`src/min_priority_queue_assert.svh`:
```
// Assertion macros for the min_priority_queue block.
`ifndef MIN_PRIORITY_QUEUE_ASSERT_SVH
`define MIN_PRIORITY_QUEUE_ASSERT_SVH

// Same-cycle implication, checked outside reset.
`define MPQ_ASSERT_NOW(lbl, ante, cons, msg) \
  lbl: assert property (@(posedge clk) disable iff (!rst_n) (ante) |-> (cons)) \
    else $error(msg);

// Next-cycle implication, checked outside reset.
`define MPQ_ASSERT_NEXT(lbl, ante, cons, msg) \
  lbl: assert property (@(posedge clk) disable iff (!rst_n) (ante) |=> (cons)) \
    else $error(msg);

`endif

```
`src/mpq_pkg.sv`:
```
package mpq_pkg;

  localparam int KEY_W   = 32;
  localparam int COUNT_W = 7;

  localparam logic [1:0] FUNC_INSERT  = 2'd0;
  localparam logic [1:0] FUNC_EXTRACT = 2'd1;
  localparam logic [1:0] FUNC_CLEAR   = 2'd2;

  localparam logic [1:0] STATUS_OK    = 2'd0;
  localparam logic [1:0] STATUS_EMPTY = 2'd1;
  localparam logic [1:0] STATUS_FULL  = 2'd2;

  typedef struct packed {
    logic [1:0]              func;
    logic signed [KEY_W-1:0] key;
  } mpq_in_t;

  typedef struct packed {
    logic signed [KEY_W-1:0] min_key;
    logic                    key_valid;
    logic [1:0]              status;
    logic [COUNT_W-1:0]      count;
  } mpq_out_t;

  typedef struct packed {
    logic ins;
    logic ext;
    logic clr;
  } mpq_ctl_t;

endpackage

```
`src/mpq_cell.sv`:
```
module mpq_cell (
  input  logic                            clk,
  input  logic                            rst_n,
  input  mpq_pkg::mpq_ctl_t               ctl,
  input  logic signed [mpq_pkg::KEY_W-1:0] new_key,
  input  logic                            left_lt,
  input  logic                            left_occ,
  input  logic signed [mpq_pkg::KEY_W-1:0] left_key,
  input  logic                            right_occ,
  input  logic signed [mpq_pkg::KEY_W-1:0] right_key,
  output logic                            occ,
  output logic signed [mpq_pkg::KEY_W-1:0] key,
  output logic                            lt
);
  import mpq_pkg::*;

  logic                    occ_r;
  logic                    occ_nxt;
  logic signed [KEY_W-1:0] key_r;
  logic signed [KEY_W-1:0] key_nxt;

  // The new key belongs in front of this cell when the cell is empty or larger.
  assign lt  = !occ_r || (new_key < key_r);
  assign occ = occ_r;
  assign key = key_r;

  always_comb begin
    occ_nxt = occ_r;
    key_nxt = key_r;
    if (ctl.clr) begin
      occ_nxt = 1'b0;
    end else if (ctl.ins) begin
      if (left_lt) begin
        occ_nxt = left_occ;
        key_nxt = left_key;
      end else if (lt) begin
        occ_nxt = 1'b1;
        key_nxt = new_key;
      end
    end else if (ctl.ext) begin
      occ_nxt = right_occ;
      key_nxt = right_key;
    end
  end

  always_ff @(posedge clk) begin
    if (!rst_n) begin
      occ_r <= 1'b0;
    end else begin
      occ_r <= occ_nxt;
    end
  end

  always_ff @(posedge clk) begin
    key_r <= key_nxt;
  end

endmodule

```
`config.mk`:
```
export PLATFORM = sky130hd
export DESIGN_NAME = mpq_cell
export DESIGN_NICKNAME = d
export VERILOG_FILES = /design/src/min_priority_queue_assert.svh /design/src/mpq_pkg.sv /design/src/mpq_cell.sv
export SDC_FILE = /design/constraint.sdc
export NUM_CORES = 1
export LEC_CHECK = 0
export BUFFER_PORTS_ARGS = -buffer_cell sky130_fd_sc_hd__buf_4
export CORE_UTILIZATION = 45
export CTS_CLUSTER_SIZE = 8
export DETAILED_ROUTE_END_ITERATION = 12
export GPL_TIMING_DRIVEN = 0
export PLACE_DENSITY_LB_ADDON = 0.1
export SETUP_SLACK_MARGIN = 0.15
export SYNTH_ARGS = -nofsm -noshare
export SYNTH_HDL_FRONTEND = slang
export SYNTH_SLANG_ARGS = --single-unit
export TNS_END_PERCENT = 100
```
`constraint.sdc`:
```
create_clock -name clk -period 3.7 [get_ports clk]
set_input_delay 0.185 -clock clk [delete_from_list [all_inputs] [get_ports clk]]
set_output_delay 0.185 -clock clk [all_outputs]
set_load 0.02 [all_outputs]
```
[Yosys cells after proc, flatten, opt, wreduce, memory -nomap -nowiden]
Index checks and enable logic that the tools add are counted.
Word-level totals
  flip-flop bits (word level): 33
Cells by class
  $lt $le $gt $ge: 1
  eq/ne operators: 1
  multiplexer cells: 8
  bitwise gates (word level): 2
  reduce and logical (&&, ||, !) cells: 6
Operators by type and width (count)
  two-way mux 32 bit: 4
  < comparator 32 bit: 1
  two-way mux 1 bit: 4
  inequality test 3 x 1 -> 1 bit, second input constant: 1
  AND reduction 3 bit: 1
  NOT 1 bit: 2
  AND reduction 2 bit: 1
  nonzero test 2 bit: 1
  OR reduction 2 bit: 1
  logical NOT 1 bit: 1
  logical OR 1 bit: 1

[Depth between registers and ports, before layout]
  word-level depth: 5
  depth in mapped cells: 8
  depth with buffers taken out: 8

[Worst setup path before layout]
No wires, ideal clock.
  path kind: register to register
  start: reg key_r[17] (netlist: key[17])
  end: reg key_r[0] (netlist: key[0]), enable pin
  arrival: 2.464 ns
  required time: 3.308 ns
  path slack: 0.844 ns
  stages on the path, launching flop included: 9
  path buffers: 0
  cells stage by stage: edfxtp_1 inv_1 ha_1 a21o_1 a221o_1 nand2_1 o211ai_1 a211oi_1 and2_1
Between the ends
  cells in the longest elaborated chain, start to end: 4
RTL lines
  from (decl): line mpq_cell.sv:19  | logic signed [KEY_W-1:0] key_r;
  from (signal assigned): line mpq_cell.sv:55  | key_r <= key_nxt;
  < comparator 32 bit: line mpq_cell.sv:23  | assign lt = !occ_r || (new_key < key_r);
  logical OR 1 bit: line mpq_cell.sv:23
  inequality test 3 x 1 -> 1 bit (no source line)
  AND reduction 3 bit (no source line)
Every way passes these cells.
A chain may end at the register's enable or synchronous reset.

[Worst setup path after layout]
  start: reg key_r[31] (netlist: key[31])
  end: reg key_r[23] (netlist: key[23]), enable pin
Same word-level chain as after synthesis.

==> results.py <==
metrics = {
    "pwr": {
        "fin_total_pwr_mw": 1.060,
        "power_per_cell_area_mw_per_mm2": 286.7,
        "leakagePower_nw": 1.865,
        "peakVddDrop_mv": 0.2154,
    },
    "cts": {
        "cts.hold.buffers_added": 0,
        "cts_resized": 0,
        "clk-insertion-delay-late_ns": 0.28,
        "ctsHtreeMaxLevel": 2,
        "reg_clk_slew_reported_paths_ns": 0.07,
        "clkSinkCount": 33,
        "tritoncts.num_buffers": 5,
        "clockBufferDepth": 2,
        "cts.root.buffer_cell": "clkbuf_8",
        "post_cts_buffers": 0,
        "clock_tree_from_tritoncts": "yes",
    },
    "finish": {
        "n_antenna_cell": 0,
        "layout.filler_cells": 432,
        "register_area_um2": 980.9,
        "drive_above_1_share": 0.3701,
        "design.final.nets": 542,
        "multi_input_area_mm2": 0.001360,
        "area_growth_pct": 47.55,
    },
    "logic_synthesis": {
        "seq_area_frac_synth": 0.3916,
        "async_flop_share": 0,
        "yosysUniqueCellTypes": 35,
        "synthesized_area_per_cell_um2": 9.488,
        "ys_dominant_reg_cell": "edfxtp_1",
        "synth-edff-count": 32,
        "synthesis.instances": 264,
        "ys_ff_latch": 33,
        "yosysWarnings": 0,
        "syn_area_mm2": 0.002505,
        "syn_nets": 399,
    },
    "grt": {
        "grt_start_max_net_pins": 33,
        "grt_util_met1": 0.2878,
        "antenna_violations_before_repair": 0,
        "grt-busiest-layer": "met2",
        "global_route.usage.met3": 0.05988,
        "grt_first_pass_wirelength_mm": 10.96,
        "globalRouteTotalUtil": 0.2381,
        "gr-usage-met2": 0.4180,
        "grt.overflow.total": 0,
        "number_of_global_route_vias_before_repair": 2430,
    },
    "die": {
        "die_y_um": 76.61,
        "floorplan.core_area_mm2": 0.005238,
        "die_width_um": 76.61,
        "start_util": 0.4783,
        "die_area_mm2": 0.005869,
        "std_cell_rows": 26,
        "num_io_pins": 138,
    },
    "worst_hold_path": {
        "hold_path_end": "occ",
        "hp-class": "input port to flop",
        "min_from": "ctl[0]",
        "whs_path_depth": 2,
    },
    "sta": {
        "min_period_over_period": 0.7595,
        "maxClockFrequency_ghz": 0.3559,
        "hold-worst-slack_ns": 0.06977,
        "post-route-min-period_ns": 2.810,
        "clock_skew_ns": 0.004261,
        "final-hold-violation-count": 0,
        "worst_slew_pin_slew_ns": 0.7989,
        "totalNegativeSetupSlack_ns": 0,
        "rsz0062_at_grt": "no",
        "timing.slew.headroom": 0.4674,
        "final-max-slew-violation-count": 0,
        "timing.final.setup_violations": 0,
    },
    "setup_path": {
        "timing.critical_path.required_ns": 3.61,
        "critical_path_peak_fanout": 32,
        "worst-endpoint-arrival_ns": 2.72,
        "critical-path-slowest-cell": "and2_2",
        "critPathKind": "flop to flop",
        "worst_r2r_endpoint": "key[23]",
        "reg2reg_slack_ns": 0.89,
        "cpPeakStageDelay_ns": 0.69,
        "critPathLaunch": "key[31]",
        "critPathCaptureType": "flop",
        "rr_worst_depth": 8,
        "critical_path.cell_chain": "inv_1, ha_1, nand4_1, nor4_2, nand2_1, o211ai_1, a2bb2oi_1, and2_2",
        "crit-reg2reg-launch": "key[31]",
        "element_type_at_the_critical_path_start": "flop",
    },
    "drt": {
        "drt-vias-per-instance": 4.967,
        "ant_nets": 0,
        "drt_iter0_drc": 43,
        "drc": 0,
        "wirelength_mm": 6.713,
        "drt-pass1-iter-count": 4,
        "detailed_route_via_count": 2374,
        "post_drt_wl_per_cell_um": 14.04,
    },
    "placement": {
        "port_buffers": 136,
        "finalWeightedCongestion": 0.8009,
        "hpwlAfterDp_mm": 5.384,
    },
    "run": {
        "max_cap_viol_count": 0,
    },
    "status": {
        "status": "finished, final reports clean",
    },
}
-- layout by cell type, fill, tap and decap left out, types with 2 or more instances in the layout --
master and instances:
clkinv_1 2, inv_1 32, a211oi_1 2, clkbuf_1 5, buf_2 3, o211ai_1 2, nand4_1 3, buf_1 3
buf_4 136, edfxtp_1 32, nand3_1 2, nor2_1 36, o21ai_0 5, nand2_1 11, and2_2 2, clkbuf_8 5
ha_1 31, a21oi_1 43, mux2i_1 33
-- worst max-delay path, delay by kind of cell (launching register included) --
family / cells / cell delay [ns]
AOI/OAI and AO/OA: 2 / 0.35
adders and majority gates: 1 / 0.32
buffers and inverters: 1 / 0.05
DFF: 1 / 0.35
and+or+nand+nor: 4 / 1.37
-- metal layers --
| layer | up-vias | part of all wire | wire length (um) |
|---|---|---|---|
| li1 | 1226 | - | - |
| met1 | 1060 | 0.44 | 2968 |
| met2 | 81 | 0.49 | 3289 |
| met3 | 7 | 0.058 | 387 |
| met4 | 0 | 0.010 | 67 |
| met5 | - | 0 | 0 |
-- sequential cells by signal (all words and copies together) (netlist names) --
signal	flops
occ	1
key	32
-- report_power, final --
part / internal, mW / total (mW) / switching, mW
registers: 0.446 / 0.459 / 0.0134
logic: 0.175 / 0.341 / 0.166
clock network: 0.127 / 0.260 / 0.133
total: 0.747 / 1.06 / 0.312
-- synthesized netlist by cell type, types with 3 or more instances --
cell type,n,area share
inv_1,32,0.048
ha_1,31,0.15
clkbuf_1,5,0.0075
buf_2,3,0.0060
a21oi_1,43,0.086
edfxtp_1,32,0.38
mux2i_1,33,0.13
nand4_1,3,0.0075
nor2_1,36,0.054
nand2_1,11,0.016
buf_1,3,0.0045
o21ai_0,5,0.010
-- per-stage QoR --
| step | cells | area, um^2 | setup slack, ns | utilization |
|---|---|---|---|---|
| after floorplan | 264 | 2505 | 0.8438 | - |
| after global placement | 470 | 3613 | 0.3886 | 0.6899 |
| after detailed placement | 470 | 3615 | 0.8781 | 0.6902 |
| after CTS | 478 | 3696 | 0.8690 | 0.7057 |
| after global routing | 478 | 3696 | 0.6659 | 0.7057 |
| final | 478 | 3696 | 0.8898 | 0.7057 |
-- worst max path at each step --
stage | end | slack [ns]
finish | key[23] | 0.89
global route | key[13] | 0.67
CTS | key[28] | 0.87
detailed placement | key[7] | 0.88
global placement | key[28] | 0.39
floorplan | key[0] | 0.84
-- final cells by class --
cell class,count,share of cell area
Buffer,11,0.01219
Inverter,32,0.03250
Multi-Input combinational cell,188,0.3680
Tap cell,70,0.02370
Clock inverter,3,0.003385
Timing Repair Buffer,136,0.2762
Clock buffer,5,0.01862
Sequential cell,33,0.2654
-- kinds of logic (layout without fill, tap and decap cells) --
group / count (synthesis) / count (layout) / share of synthesized area
AND/OR/NAND/NOR: 63 / 63 / 0.1169
AO/OA/AOI/OAI: 60 / 60 / 0.1344
flip-flops: 33 / 33 / 0.3916
multiplexers: 34 / 34 / 0.1364
adder cells (fa/ha/maj): 31 / 31 / 0.1548
buffers and inverters: 43 / 187 / 0.06593
Power figures use the tool's default switching activity.
